===== config.mk =====
export PLATFORM = sky130hd
export DESIGN_NAME = tensor_axis_permute_addr
export DESIGN_NICKNAME = d
export VERILOG_FILES = /design/src/rtl/tap_pkg.sv /design/src/rtl/tap_front.sv /design/src/rtl/tap_queue.sv /design/src/rtl/tap_back.sv /design/src/rtl/tensor_axis_permute_addr.sv
export SDC_FILE = /design/constraint.sdc
export NUM_CORES = 2
export LEC_CHECK = 0
export BUFFER_PORTS_ARGS = -buffer_cell sky130_fd_sc_hd__buf_4
export CORE_ASPECT_RATIO = 1.1
export CORE_UTILIZATION = 55
export DETAILED_ROUTE_END_ITERATION = 16
export GPL_ROUTABILITY_DRIVEN = 0
export PLACE_DENSITY_LB_ADDON = 0.08
export SLEW_MARGIN = 20
export SYNTH_ARGS = -nofsm -noshare
export SYNTH_HDL_FRONTEND = slang
export SYNTH_SLANG_ARGS = --single-unit
export TNS_END_PERCENT = 10

===== constraint.sdc =====
create_clock -name i_clk -period 24.8 [get_ports i_clk]
set_input_delay 1.24 -clock i_clk [delete_from_list [all_inputs] [get_ports i_clk]]
set_output_delay 1.24 -clock i_clk [all_outputs]
set_load 0.02 [all_outputs]

===== src/rtl/tap_pkg.sv =====
// Shared types, constants and helper functions of the tensor axis permute address generator.
package tap_pkg;

    localparam int NUM_AXES      = 4;
    localparam int MAX_AXIS_SIZE = 4096;
    localparam int COORD_BITS    = $clog2(MAX_AXIS_SIZE);
    localparam int SIZE_BITS     = 13;
    localparam int ORDER_BITS    = 2;
    localparam int INDEX_BITS    = 24;
    localparam int DATA_BITS     = 32;
    localparam int ERR_BITS      = 2;
    localparam int CFG_IDX_BITS  = 4;
    localparam int CFG_DATA_BITS = SIZE_BITS;
    localparam int Q_DEPTH       = 4;
    localparam int Q_PTR_BITS    = $clog2(Q_DEPTH);
    localparam int Q_CNT_BITS    = $clog2(Q_DEPTH + 1);

    // Register indexes of the configuration port.
    localparam logic [CFG_IDX_BITS-1:0] REG_SIZE_0  = 4'd0;
    localparam logic [CFG_IDX_BITS-1:0] REG_SIZE_1  = 4'd1;
    localparam logic [CFG_IDX_BITS-1:0] REG_SIZE_2  = 4'd2;
    localparam logic [CFG_IDX_BITS-1:0] REG_SIZE_3  = 4'd3;
    localparam logic [CFG_IDX_BITS-1:0] REG_ORDER_0 = 4'd4;
    localparam logic [CFG_IDX_BITS-1:0] REG_ORDER_1 = 4'd5;
    localparam logic [CFG_IDX_BITS-1:0] REG_ORDER_2 = 4'd6;
    localparam logic [CFG_IDX_BITS-1:0] REG_ORDER_3 = 4'd7;

    // Error codes on the result.
    localparam logic [ERR_BITS-1:0] ERR_NONE  = 2'd0;
    localparam logic [ERR_BITS-1:0] ERR_ORDER = 2'd1;
    localparam logic [ERR_BITS-1:0] ERR_COUNT = 2'd2;

    // Configuration as seen by the datapath: sizes are already clamped.
    typedef struct packed {
        logic [NUM_AXES-1:0][SIZE_BITS-1:0]  size;
        logic [NUM_AXES-1:0][ORDER_BITS-1:0] order;
    } t_cfg;

    // One item on its way from the front to the back.
    typedef struct packed {
        logic [NUM_AXES-1:0][COORD_BITS-1:0] coord;
        logic [DATA_BITS-1:0]                data;
        logic                                last;
    } t_item;

    // A size of zero counts as one, and sizes saturate at the axis maximum.
    function automatic logic [SIZE_BITS-1:0] eff_size(input logic [SIZE_BITS-1:0] s);
        logic [SIZE_BITS-1:0] r;
        r = s;
        if (s == '0) begin
            r = SIZE_BITS'(1);
        end else if (s > SIZE_BITS'(MAX_AXIS_SIZE)) begin
            r = SIZE_BITS'(MAX_AXIS_SIZE);
        end
        return r;
    endfunction

    // True when every source axis appears exactly once in the order.
    function automatic logic perm_ok(input logic [NUM_AXES-1:0][ORDER_BITS-1:0] ord);
        logic [NUM_AXES-1:0] seen;
        seen = '0;
        for (int k = 0; k < NUM_AXES; k++) begin
            seen[ord[k]] = 1'b1;
        end
        return &seen;
    endfunction

endpackage


===== src/rtl/tap_front.sv =====
// Front end: accepts items and tags each with its source coordinate and last flag.
module tap_front (
    input  logic                           i_clk,
    input  logic                           i_rst_n,
    input  logic                           i_push,
    input  logic [tap_pkg::DATA_BITS-1:0]  i_data,
    input  tap_pkg::t_cfg                  i_cfg,
    input  logic                           i_restart,
    input  logic                           i_q_full,
    output logic                           o_q_push,
    output tap_pkg::t_item                 o_q_item
);
    import tap_pkg::*;

    logic [NUM_AXES-1:0][COORD_BITS-1:0] r_coord;
    logic [NUM_AXES-1:0][COORD_BITS-1:0] n_coord;
    logic [NUM_AXES-1:0]                 w_wrap;
    logic [NUM_AXES-1:0]                 w_inc;

    // Odometer step: axis 3 is the fastest digit, a digit moves when all inner digits wrap.
    always_comb begin
        for (int k = 0; k < NUM_AXES; k++) begin
            w_wrap[k] = ({1'b0, r_coord[k]} + SIZE_BITS'(1)) >= i_cfg.size[k];
        end
        w_inc[NUM_AXES-1] = 1'b1;
        for (int k = NUM_AXES - 2; k >= 0; k--) begin
            w_inc[k] = w_inc[k+1] & w_wrap[k+1];
        end
        for (int k = 0; k < NUM_AXES; k++) begin
            if (!w_inc[k]) begin
                n_coord[k] = r_coord[k];
            end else if (w_wrap[k]) begin
                n_coord[k] = '0;
            end else begin
                n_coord[k] = r_coord[k] + COORD_BITS'(1);
            end
        end
    end

    assign o_q_push       = i_push & ~i_q_full;
    assign o_q_item.coord = r_coord;
    assign o_q_item.data  = i_data;
    assign o_q_item.last  = &w_wrap;

    always_ff @(posedge i_clk) begin
        if (!i_rst_n || i_restart) begin
            r_coord <= '0;
        end else if (o_q_push) begin
            r_coord <= n_coord;
        end
    end

endmodule


===== src/rtl/tap_queue.sv =====
// Short queue that decouples the front end from the index pipeline.
module tap_queue (
    input  logic            i_clk,
    input  logic            i_rst_n,
    input  logic            i_push,
    input  tap_pkg::t_item  i_item,
    output logic            o_full,
    output logic            o_valid,
    input  logic            i_ready,
    output tap_pkg::t_item  o_item
);
    import tap_pkg::*;

    t_item                 r_mem [Q_DEPTH];
    logic [Q_PTR_BITS-1:0] r_wr_ptr;
    logic [Q_PTR_BITS-1:0] r_rd_ptr;
    logic [Q_CNT_BITS-1:0] r_count;
    logic                  w_pop;

    assign o_full  = (r_count == Q_CNT_BITS'(Q_DEPTH));
    assign o_valid = (r_count != '0);
    assign o_item  = r_mem[r_rd_ptr];
    assign w_pop   = o_valid & i_ready;

    always_ff @(posedge i_clk) begin
        if (i_push) begin
            r_mem[r_wr_ptr] <= i_item;
        end
    end

    always_ff @(posedge i_clk) begin
        if (!i_rst_n) begin
            r_wr_ptr <= '0;
            r_rd_ptr <= '0;
            r_count  <= '0;
        end else begin
            if (i_push) begin
                r_wr_ptr <= r_wr_ptr + Q_PTR_BITS'(1);
            end
            if (w_pop) begin
                r_rd_ptr <= r_rd_ptr + Q_PTR_BITS'(1);
            end
            if (i_push && !w_pop) begin
                r_count <= r_count + Q_CNT_BITS'(1);
            end else if (!i_push && w_pop) begin
                r_count <= r_count - Q_CNT_BITS'(1);
            end
        end
    end

endmodule


===== src/rtl/tap_back.sv =====
// Back end: Horner-form destination index pipeline, error check and output register.
module tap_back (
    input  logic                            i_clk,
    input  logic                            i_rst_n,
    input  tap_pkg::t_cfg                   i_cfg,
    input  logic                            i_valid,
    output logic                            o_ready,
    input  tap_pkg::t_item                  i_item,
    output logic                            o_valid,
    input  logic                            i_pop,
    output logic [tap_pkg::INDEX_BITS-1:0]  o_dest_index,
    output logic [tap_pkg::DATA_BITS-1:0]   o_data,
    output logic                            o_last,
    output logic [tap_pkg::ERR_BITS-1:0]    o_err
);
    import tap_pkg::*;

    localparam int P1_BITS = 2 * SIZE_BITS;
    localparam int P2_BITS = P1_BITS + SIZE_BITS;
    localparam int PC_BITS = INDEX_BITS + 1;
    localparam int P3_BITS = PC_BITS + SIZE_BITS;
    localparam int M1_BITS = COORD_BITS + SIZE_BITS;
    localparam int M2_BITS = INDEX_BITS + SIZE_BITS;
    localparam logic [PC_BITS-1:0] COUNT_LIMIT = PC_BITS'(1) << INDEX_BITS;

    // Stage valid bits and payload.
    logic r_v1, r_v2, r_v3, r_v4;
    logic w_rdy1, w_rdy2, w_rdy3, w_rdy4;
    t_item r_it1, r_it2, r_it3;

    logic [INDEX_BITS-1:0] r_acc1, r_acc2, r_acc3;
    logic [P1_BITS-1:0]    r_p1;
    logic [PC_BITS-1:0]    r_p2;
    logic                  r_over;

    logic [INDEX_BITS-1:0] r_idx;
    logic [DATA_BITS-1:0]  r_data;
    logic                  r_last;
    logic [ERR_BITS-1:0]   r_err;

    logic [COORD_BITS-1:0] w_c0, w_c1, w_c2, w_c3;
    logic [M1_BITS-1:0]    w_m1;
    logic [INDEX_BITS-1:0] w_s2, w_s3;
    logic [M2_BITS-1:0]    w_m2, w_m3;
    logic [P1_BITS-1:0]    w_p1;
    logic [P2_BITS-1:0]    w_p2;
    logic [P3_BITS-1:0]    w_p3;
    logic                  w_perm_ok;

    assign w_rdy4  = ~r_v4 | i_pop;
    assign w_rdy3  = ~r_v3 | w_rdy4;
    assign w_rdy2  = ~r_v2 | w_rdy3;
    assign w_rdy1  = ~r_v1 | w_rdy2;
    assign o_ready = w_rdy1;

    // Coordinates picked in destination-axis order, each at the stage that consumes it.
    assign w_c0 = i_item.coord[i_cfg.order[0]];
    assign w_c1 = r_it1.coord[i_cfg.order[1]];
    assign w_c2 = r_it2.coord[i_cfg.order[2]];
    assign w_c3 = r_it3.coord[i_cfg.order[3]];

    // The index is only kept modulo 2^INDEX_BITS, so each stage truncates.
    assign w_m1 = M1_BITS'(w_c0) * M1_BITS'(i_cfg.size[i_cfg.order[1]]);
    assign w_s2 = r_acc1 + INDEX_BITS'(w_c1);
    assign w_m2 = M2_BITS'(w_s2) * M2_BITS'(i_cfg.size[i_cfg.order[2]]);
    assign w_s3 = r_acc2 + INDEX_BITS'(w_c2);
    assign w_m3 = M2_BITS'(w_s3) * M2_BITS'(i_cfg.size[i_cfg.order[3]]);

    // Element count, saturated once it is known to be beyond the index range.
    assign w_p1 = P1_BITS'(i_cfg.size[0]) * P1_BITS'(i_cfg.size[1]);
    assign w_p2 = P2_BITS'(r_p1) * P2_BITS'(i_cfg.size[2]);
    assign w_p3 = P3_BITS'(r_p2) * P3_BITS'(i_cfg.size[3]);

    assign w_perm_ok = perm_ok(i_cfg.order);

    always_ff @(posedge i_clk) begin
        if (!i_rst_n) begin
            r_v1 <= 1'b0;
            r_v2 <= 1'b0;
            r_v3 <= 1'b0;
            r_v4 <= 1'b0;
        end else begin
            if (w_rdy1) r_v1 <= i_valid;
            if (w_rdy2) r_v2 <= r_v1;
            if (w_rdy3) r_v3 <= r_v2;
            if (w_rdy4) r_v4 <= r_v3;
        end
    end

    always_ff @(posedge i_clk) begin
        if (w_rdy1) begin
            r_it1  <= i_item;
            r_acc1 <= w_m1[INDEX_BITS-1:0];
            r_p1   <= w_p1;
        end
        if (w_rdy2) begin
            r_it2  <= r_it1;
            r_acc2 <= w_m2[INDEX_BITS-1:0];
            r_p2   <= (w_p2 > P2_BITS'(COUNT_LIMIT)) ? COUNT_LIMIT + PC_BITS'(1)
                                                    : w_p2[PC_BITS-1:0];
        end
        if (w_rdy3) begin
            r_it3  <= r_it2;
            r_acc3 <= w_m3[INDEX_BITS-1:0];
            r_over <= (w_p3 > P3_BITS'(COUNT_LIMIT));
        end
        if (w_rdy4) begin
            r_data <= r_it3.data;
            r_last <= r_it3.last;
            if (!w_perm_ok) begin
                r_err <= ERR_ORDER;
                r_idx <= '0;
            end else if (r_over) begin
                r_err <= ERR_COUNT;
                r_idx <= '0;
            end else begin
                r_err <= ERR_NONE;
                r_idx <= r_acc3 + INDEX_BITS'(w_c3);
            end
        end
    end

    assign o_valid      = r_v4;
    assign o_dest_index = r_idx;
    assign o_data       = r_data;
    assign o_last       = r_last;
    assign o_err        = r_err;

`ifndef SYNTH
    a_err_zero_index: assert property (@(posedge i_clk) disable iff (!i_rst_n)
        (r_v4 && r_err != ERR_NONE) |-> (r_idx == '0))
        else $error("error result carries a nonzero index");

    a_err_code_legal: assert property (@(posedge i_clk) disable iff (!i_rst_n)
        r_v4 |-> (r_err == ERR_NONE || r_err == ERR_ORDER || r_err == ERR_COUNT))
        else $error("illegal error code on result");

    a_stall_holds_s3: assert property (@(posedge i_clk) disable iff (!i_rst_n)
        (r_v4 && !i_pop && r_v3) |=> r_v3)
        else $error("stage 3 item dropped while output stalled");

    a_no_take_when_stalled: assert property (@(posedge i_clk) disable iff (!i_rst_n)
        (r_v1 && r_v2 && r_v3 && r_v4 && !i_pop) |-> !o_ready)
        else $error("pipeline takes an item while every stage is full and stalled");
`endif

endmodule


===== src/rtl/tensor_axis_permute_addr.sv =====
// Top level of the 4-D tensor axis permutation scatter address generator.
//
// Usage: elements of a 4-D tensor enter in source row-major order (axis 3
// innermost) through a queue-style port: an item is taken at a clock edge with
// push high and full low. Each item leaves through the result port, oldest
// first, while empty is low, and is removed at an edge with pop high.
// A result carries the element unchanged, its linear index in the permuted
// tensor, a flag on the final element of the tensor, and an error code.
// Each accepted item passes through the queue, the three multiply stages of
// the Horner-form index computation and the output register; the block
// sustains one item per cycle as long as pop is high whenever empty is low.
// When pop stays low the pipeline fills and then a four-entry queue in front
// of it fills, after which full rises; no item is lost or repeated.
// Reset empties the queue and pipeline, sets all axis sizes to one, the axis
// order to identity, and the coordinate counter to zero. The user must write
// configuration only while the block holds no items, which the block does not
// enforce; any write to a valid register also restarts the coordinate counter.
module tensor_axis_permute_addr (
    input  logic                                i_clk,
    input  logic                                i_rst_n,
    input  logic                                push,
    output logic                                full,
    input  logic [tap_pkg::DATA_BITS-1:0]       i_element_bits,
    output logic                                empty,
    input  logic                                pop,
    output logic [tap_pkg::INDEX_BITS-1:0]      o_dest_index,
    output logic [tap_pkg::DATA_BITS-1:0]       o_element_out,
    output logic                                o_last_element,
    output logic [tap_pkg::ERR_BITS-1:0]        o_error_code,
    input  logic                                i_cfg_we,
    input  logic [tap_pkg::CFG_IDX_BITS-1:0]    i_cfg_idx,
    input  logic [tap_pkg::CFG_DATA_BITS-1:0]   i_cfg_data
);
    import tap_pkg::*;

    // Raw configuration registers, as written.
    logic [NUM_AXES-1:0][SIZE_BITS-1:0]  r_size;
    logic [NUM_AXES-1:0][ORDER_BITS-1:0] r_order;

    t_cfg  w_cfg;
    logic  w_restart;
    logic  w_q_push;
    logic  w_q_full;
    logic  w_q_valid;
    logic  w_q_ready;
    logic  w_back_valid;
    t_item w_q_in;
    t_item w_q_out;

    // Writes beyond the register list are dropped and do not restart the counter.
    always_ff @(posedge i_clk) begin
        if (!i_rst_n) begin
            for (int k = 0; k < NUM_AXES; k++) begin
                r_size[k]  <= SIZE_BITS'(1);
                r_order[k] <= ORDER_BITS'(k);
            end
        end else if (i_cfg_we) begin
            unique case (i_cfg_idx)
                REG_SIZE_0:  r_size[0]  <= i_cfg_data;
                REG_SIZE_1:  r_size[1]  <= i_cfg_data;
                REG_SIZE_2:  r_size[2]  <= i_cfg_data;
                REG_SIZE_3:  r_size[3]  <= i_cfg_data;
                REG_ORDER_0: r_order[0] <= i_cfg_data[ORDER_BITS-1:0];
                REG_ORDER_1: r_order[1] <= i_cfg_data[ORDER_BITS-1:0];
                REG_ORDER_2: r_order[2] <= i_cfg_data[ORDER_BITS-1:0];
                REG_ORDER_3: r_order[3] <= i_cfg_data[ORDER_BITS-1:0];
                default: ;
            endcase
        end
    end

    assign w_restart = i_cfg_we & (i_cfg_idx <= REG_ORDER_3);

    // The datapath sees clamped sizes: zero counts as one, large values saturate.
    always_comb begin
        for (int k = 0; k < NUM_AXES; k++) begin
            w_cfg.size[k] = eff_size(r_size[k]);
        end
        w_cfg.order = r_order;
    end

    assign full = w_q_full;

    tap_front u_front (
        .i_clk     (i_clk),
        .i_rst_n   (i_rst_n),
        .i_push    (push),
        .i_data    (i_element_bits),
        .i_cfg     (w_cfg),
        .i_restart (w_restart),
        .i_q_full  (w_q_full),
        .o_q_push  (w_q_push),
        .o_q_item  (w_q_in)
    );

    tap_queue u_queue (
        .i_clk   (i_clk),
        .i_rst_n (i_rst_n),
        .i_push  (w_q_push),
        .i_item  (w_q_in),
        .o_full  (w_q_full),
        .o_valid (w_q_valid),
        .i_ready (w_q_ready),
        .o_item  (w_q_out)
    );

    tap_back u_back (
        .i_clk        (i_clk),
        .i_rst_n      (i_rst_n),
        .i_cfg        (w_cfg),
        .i_valid      (w_q_valid),
        .o_ready      (w_q_ready),
        .i_item       (w_q_out),
        .o_valid      (w_back_valid),
        .i_pop        (pop),
        .o_dest_index (o_dest_index),
        .o_data       (o_element_out),
        .o_last       (o_last_element),
        .o_err        (o_error_code)
    );

    assign empty = ~w_back_valid;

endmodule

# Word level (Yosys, flattened, before mapping)
# Memory sizes are Yosys's and may differ from the RTL's. A register that Yosys moved wholly into a read port is not among the register bits.
# Cells that the tools add are included.
# word_totals
ff_bits	545
ram_bits	324
in_bits	54
output_inout_bits	61
wordCells	186
mem_count	1
# mem_list
name	words	word_bits	read_ports	rd_clocked_by_memory_dff	write_ports	line_no	source
u_queue.r_mem	4	81	1	1	1	tap_queue.sv:14	t_item r_mem [Q_DEPTH];
# op_classes
n_addsub	15
multipliers	6
n_lt_le_gt_ge	19
n_eq_ne	8
mux	41
n_bitwise	18
reduce_logical	31
# ops
cell	count
2-to-1 mux 13 bit	11
binary-select mux 12 bit (select 2 bit)	4
2-to-1 mux 12 bit	8
binary-select mux 13 bit (select 2 bit)	3
adder 24 x 12 -> 24 bit	3
adder 12 x 1 -> 13 bit, second input constant	4
>= comparator 13 bit	4
greater-than comparator 13 bit, second input constant	4
logical NOT 13 bit	4
adder 12 x 1 -> 12 bit, second input constant	4
multiplier 24 x 13 -> 24 bit	2
greater-than comparator 39 x 25 -> 1 bit, second input constant	1
multiplier 26 x 13 -> 39 bit	1
greater-than comparator 38 x 25 -> 1 bit, second input constant	1
multiplier 25 x 13 -> 38 bit	1
multiplier 13 x 13 -> 26 bit	1
multiplier 12 x 13 -> 24 bit	1
AND reduction 2 bit	11
== test 4 x 3 -> 1 bit, second input constant	4
< comparator 2 x 3 -> 1 bit, second input constant	4
bitwise OR 4 bit	3
demux 1 bit (select 2 bit)	4
== test 4 x 2 -> 1 bit, second input constant	2
>= comparator 2 x 1 -> 1 bit, second input constant	4
other kinds (20)	49

# Logic depth before layout (Yosys ltp)
# logic_depth
ltp_word	10
depth_mapped	36
depth_no_buf	32

# Modules after synthesis
# From an unflattened synthesis, not the netlist that was laid out.
# unflattened
hier_cells	7700
hier_area_um2	82250.1
# modules_own_cells
module	instances	cells_per_inst	area_each_um2	seq_area_each_um2
tap_back	1	6365	62819.0	12872.3
tap_queue	1	466	12229.2	9909.5
tap_front	1	575	4490.6	960.9
tensor_axis_permute_addr	1	294	2711.4	1201.2

# Worst setup path after synthesis
# Ideal clock, no wire load.
# synth_path
path_type	reg-to-reg
from	register r_order[4] in the netlist's numbering
to	register u_back.r_acc3[23], data pin
arrival_ns	8.764
required_ns	24.540
setup_slack_ns	15.776
path_stages_with_launch	30
n_path_buf	4
period_less_slack_ns	9.024
path_cell_list	dfxtp_1 > clkbuf_1 > buf_1 > buf_1 > mux4_2 > ha_1 > fa_1 > a211o_1 > a21oi_2 > nor2_1 > nor3b_1 > xnor2_1 > clkbuf_1 > nand2_1 > fa_1 > inv_1 > fa_1 > fa_1 > fa_1 > fa_1 > ha_1 > a21oi_1 > o21ai_0 > a21o_1 > o41a_1 > nand4_1 > nand3_1 > o41ai_1 > o21ai_0 > xnor2_1
# synth_via
elab_chain_cells	4
# synth_lines
item	line_no	source
from (decl)	tensor_axis_permute_addr.sv:38	logic [NUM_AXES-1:0][ORDER_BITS-1:0] r_order;
from (signal, indexed assignment)	tensor_axis_permute_addr.sv:55	r_order[k] <= ORDER_BITS'(k);
binary-select mux 12 bit (select 2 bit)	tap_back.sv:59	assign w_c2 = r_it2.coord[i_cfg.order[2]];
2-to-1 mux 12 bit (implied by the code)	tap_back.sv:59	
adder 24 x 12 -> 24 bit	tap_back.sv:66	assign w_s3 = r_acc2 + INDEX_BITS'(w_c2);
multiplier 24 x 13 -> 24 bit	tap_back.sv:67	assign w_m3 = M2_BITS'(w_s3) * M2_BITS'(i_cfg.size[i_cfg.order[3]]);
net u_back.w_m3[23]	tap_back.sv:44	logic [M2_BITS-1:0] w_m2, w_m3;
to (signal assigned)	tap_back.sv:104	r_acc3 <= w_m3[INDEX_BITS-1:0];
to (decl)	tap_back.sv:31	logic [INDEX_BITS-1:0] r_acc1, r_acc2, r_acc3;
# The timed path passes the listed nets, and every way through them passes these cells. The select of a mux whose other input is x is not followed.
# A chain may end at the register's enable or synchronous reset.

# Worst setup path after layout
# layout_path
from	register r_order[2] in the netlist's numbering
to	register u_back.r_acc2[22], data pin
# layout_via
elab_chain_cells	4
# layout_lines
item	line_no	source
binary-select mux 12 bit (select 2 bit)	tap_back.sv:58	assign w_c1 = r_it1.coord[i_cfg.order[1]];
2-to-1 mux 12 bit (implied by the code)	tap_back.sv:58	
adder 24 x 12 -> 24 bit	tap_back.sv:64	assign w_s2 = r_acc1 + INDEX_BITS'(w_c1);
multiplier 24 x 13 -> 24 bit	tap_back.sv:65	assign w_m2 = M2_BITS'(w_s2) * M2_BITS'(i_cfg.size[i_cfg.order[2]]);
net u_back.w_m2[22]	tap_back.sv:44	
to (signal assigned)	tap_back.sv:98	r_acc2 <= w_m2[INDEX_BITS-1:0];
to (decl)	tap_back.sv:31	
# The timed path passes the listed nets, and every way through them passes these cells. The select of a mux whose other input is x is not followed.

==> results.md <==
Status:
- The flow ran to the end, but the final reports show violations.
- The final reports fail on DRC.

Job:
- The max-cap check violation count is 0.

Timing:
- Across the routed clock network, the largest skew measured is around 0.1 ns.
- The tightest hold path in the finished design has a slack of approximately 0.4 ns.
- Subtracting the final worst setup slack from the clock period gives slightly below 9 ns.
- The number of hold violations in the final report is 0.
- The upper clock frequency limit is approximately 110 MHz.
- For the final routed database, the setup TNS stands at 0 ns.
- Setup repair after global routing left no endpoint under its margin.
- The period utilization is 0.358.
- Setup violations remaining at the end of the flow were counted as 0.
- Measured against its own limit, the worst slew margin works out to 0.262.
- The slew at the pin with the worst max-slew slack is roughly 1.1 ns.
- The final number of max-transition violations came to 0.

Worst setup path:
- For this design, the slowest cell found on the critical path is sky130_fd_sc_hd__mux4_2.
- The largest stage delay on the critical path is approximately 0.57 ns.
- The maximum fanout encountered on the critical timing path is 31.
- The endpoint arrival time on the critical path is around 9.3 ns.
- The worst setup path is of the reg -> reg kind.
- The critical path startpoint category is a register.
- The data required time of the worst path is roughly 25 ns.
- STA classifies the critical path endpoint as a register.

Synthesis:
- Yosys mapped a number of flops with a built-in enable equal to 750.
- The net count after synthesis is a little over 9000.
- The netlist area before placement is between 80000 and 90000 um^2.
- The count of mapped cells out of synthesis is around 7500.
- The share of the Yosys chip area taken by registers is 0.309.
- The most used flip-flop cell after synthesis is sky130_fd_sc_hd__edfxtp_1.
- The number of synthesized register bits is between 800 and 900.
- Dividing the synthesized area by the synthesized cell count gives 10.7 um^2.
- The fraction of registers with async set or reset after synthesis is 0.
- The Yosys step of the flow raised 0 warnings.
- The post-synthesis cell type count is 99.

GRT:
- The aggregate global-route resource usage is 0.273.
- The initial antenna violation count was 5.
- Entering global routing, the biggest net connects 77 pins.
- The wire length of the first global-routing pass is 314000 um.
- The number of global-route vias before repair is approximately 55000.
- The global-route congestion overflow total is 0.

Clock network:
- In this run the number of H-tree levels came out at 3.
- The maximum buffer depth of the clock tree is 3.
- After clock tree synthesis, the clock-pin slew on the worst setup and hold paths is ~0.060 ns.
- The tree is rooted in a sky130_fd_sc_hd__clkbuf_16.
- The number of clock buffers added by TritonCTS is 92.
- The number of clock sinks seen by CTS is 871.
- TritonCTS built the clock tree.
- The buffers inserted during post-CTS setup optimization is 0.
- Hold repair after CTS inserted 0 buffers.
- The clock reaches the later pin of the worst-skew pair after between 0.7 and 0.8 ns.
- The quantity of gates resized following cts is 0.

Route:
- The via count normalized by instance count is ~5.6.
- The detailed router finished its first iteration with about 4000 violations.
- Dividing the detail-routed wire length by the instance count gives 20.8 um.
- Wires add up to ~200000 um.
- The number of iterations in the first detailed-routing pass is 14.
- The via count of the routed design is ~53000.
- The post-detailed-route count of antenna-violating nets is 0.
- For this run, design rule violations remaining after detail routing come to 2.

Placement:
- The number of placed cells counting well taps is around 9300.
- The count of port buffers added during placement is approximately 110.
- The detailed placer's ending HPWL is around 150000 um.

Power and ir drop:
- Summed over all cells, the static leakage comes to approximately 0.038 uW.
- The power per unit of standard cell area is about 65 nW/um^2.
- The worst supply voltage drop on vdd is between 0.00006 and 0.00007 V.

Floorplanning:
- The die covers around 150000 um^2.
- The floorplan step set the die height to 404 um.
- The number of cell rows is 147.
- The die is ~370 um wide.
- The initial utilization of the core area, before any placement, comes to 0.553.
- The placeable core region is between 100000 and 150000 um^2.
- The top-level I/O count is between 100 and 150.

Final layout:
- The filler cells instantiated in the layout total about 12000.
- The post-layout instance count excluding filler cells is 9494.
- The share of post-route cells with drive strength above 1 is 0.0785.
- The layout overhead on the synthesized area is 7.09%.
- The net count of the finished layout is between 9000 and 10000.

Worst hold path:
- The worst min-delay path category is reg -> reg.
-- cells in the final DEF, fill, tap and decap left out, types with 11 or more instances in the layout --
cell / n
sky130_fd_sc_hd__a211oi_1: 11
sky130_fd_sc_hd__a21boi_0: 37
sky130_fd_sc_hd__a21o_1: 54
sky130_fd_sc_hd__a21oi_1: 162
sky130_fd_sc_hd__a311oi_1: 11
sky130_fd_sc_hd__a31oi_1: 21
sky130_fd_sc_hd__and2_1: 334
sky130_fd_sc_hd__and3_1: 41
sky130_fd_sc_hd__buf_4: 194
sky130_fd_sc_hd__clkbuf_1: 16
sky130_fd_sc_hd__clkbuf_16: 93
sky130_fd_sc_hd__clkinv_1: 23
sky130_fd_sc_hd__clkinv_2: 11
sky130_fd_sc_hd__dfxtp_1: 114
sky130_fd_sc_hd__edfxtp_1: 750
sky130_fd_sc_hd__fa_1: 1089
sky130_fd_sc_hd__ha_1: 485
sky130_fd_sc_hd__inv_1: 1336
sky130_fd_sc_hd__mux2i_1: 47
sky130_fd_sc_hd__mux4_2: 162
sky130_fd_sc_hd__nand2_1: 1087
sky130_fd_sc_hd__nand2b_1: 39
sky130_fd_sc_hd__nand3_1: 95
sky130_fd_sc_hd__nand3b_1: 23
sky130_fd_sc_hd__nand4_1: 26
sky130_fd_sc_hd__nor2_1: 332
sky130_fd_sc_hd__nor2_2: 16
sky130_fd_sc_hd__nor2b_1: 155
sky130_fd_sc_hd__nor2b_2: 15
sky130_fd_sc_hd__nor3_1: 60
sky130_fd_sc_hd__nor3b_1: 16
sky130_fd_sc_hd__nor4_1: 14
sky130_fd_sc_hd__o211ai_1: 17
sky130_fd_sc_hd__o21a_1: 39
sky130_fd_sc_hd__o21ai_0: 110
sky130_fd_sc_hd__o21bai_1: 31
sky130_fd_sc_hd__or3_1: 17
sky130_fd_sc_hd__xnor2_1: 165
sky130_fd_sc_hd__xor2_1: 76
-- critical path, delay by kind of cell, from the launching register on --
| family | cells | cell delay, ns |
|---|---|---|
| adder cells (fa/ha/maj) | 8 | 3.29 |
| multiplexers | 1 | 0.57 |
| AND/OR/NAND/NOR | 4 | 0.58 |
| AO/OA/AOI/OAI | 12 | 2.64 |
| flip-flops | 1 | 0.31 |
| XOR/XNOR | 2 | 0.47 |
| buffers and inverters | 6 | 0.69 |
-- area by class of cell --
cell class | instances | area [um^2] | share of cell area
antenna | 3 | 7.51 | 0.0000869
multi-input combinational | 4977 | 49500 | 0.573
clock buffer | 111 | 2410 | 0.0279
sequential | 871 | 25000 | 0.289
timing repair buffer | 194 | 1460 | 0.0169
clock inverter | 59 | 597 | 0.00691
tap | 1937 | 2420 | 0.0280
inverter | 1342 | 5040 | 0.0584
-- power by group --
group | internal [uW] | leakage (uW) | switching (uW)
Combinational | 771 | 0.0278 | 1260
Sequential | 2030 | 0.00897 | 154
Clock | 757 | 0.00144 | 617
Total | 3550 | 0.0382 | 2030
-- synthesized netlist by cell type (47+ instances only) --
master                        n  area share
sky130_fd_sc_hd__nand2_1   1089       0.051
sky130_fd_sc_hd__mux2i_1     47      0.0058
sky130_fd_sc_hd__xor2_1      76      0.0082
sky130_fd_sc_hd__xnor2_1    167       0.018
sky130_fd_sc_hd__a21oi_1    163       0.010
sky130_fd_sc_hd__nor2_1     334       0.016
sky130_fd_sc_hd__and2_1     338       0.026
sky130_fd_sc_hd__nor2b_1    177       0.014
sky130_fd_sc_hd__ha_1       485       0.075
sky130_fd_sc_hd__dfxtp_1    121       0.030
sky130_fd_sc_hd__inv_1     1338       0.062
sky130_fd_sc_hd__o21ai_0    110      0.0068
sky130_fd_sc_hd__nand3_1     95      0.0059
sky130_fd_sc_hd__edfxtp_1   750        0.28
sky130_fd_sc_hd__nor3_1      61      0.0038
sky130_fd_sc_hd__fa_1      1089        0.27
sky130_fd_sc_hd__a21o_1      54      0.0050
sky130_fd_sc_hd__mux4_2     162       0.045
sky130_fd_sc_hd__clkbuf_1   307       0.014
-- state kept, by name, indices dropped and copies added (netlist names), 2 cells and up, named ones only --
name	flops
r_order	8
r_size	52
u_back.o_data	32
u_back.o_dest_index	24
u_back.o_err	2
u_back.r_acc1	24
u_back.r_acc2	24
u_back.r_acc3	24
u_back.r_it1	81
u_back.r_it2	81
u_back.r_it3	81
u_back.r_p1	26
u_back.r_p2	25
u_front.o_q_item	48
u_queue.r_count	3
u_queue.r_mem	324
u_queue.r_rd_ptr	2
u_queue.r_wr_ptr	2
-- metal layers --
layer	global-route usage	routed length [um]
met2	0.450	94600
met3	0.0392	12900
met4	0.0917	6560
met1	0.372	83300
met5	0	0
-- stage by stage --
stage	util	worst slack, ns	instance area (um^2)	power, uW
floorplan	-	15.78	80700	3570
global placement	0.572	15.94	83400	4200
detailed placement	0.572	15.88	83400	4240
CTS	0.592	15.93	86400	5620
global route	0.593	15.26	86400	5900
finish	0.593	15.93	86400	5580
-- cell families after synthesis --
family          synth area share
simple gates               0.135
flops                      0.309
buf+inv                   0.0792
mux                       0.0516
compound gates            0.0506
xor+xnor                  0.0289
fa+ha+maj                  0.345
-- path summary, 6_finish.rpt --
| kind | end | cells past startpoint | slack [ns] | start |
|---|---|---|---|---|
| setup / recovery | u_back.r_acc2[22] | 33 | 15.93 | r_order[2] |
| hold / removal | u_back.r_it3[3] | 0 | 0.41 | u_back.r_it2[3] |
| setup reg to reg | u_back.r_acc2[22] | 33 | 15.93 | r_order[2] |
| hold reg to reg | u_back.r_it3[3] | 0 | 0.41 | u_back.r_it2[3] |
No activity file was read; power rests on OpenSTA's default activity.
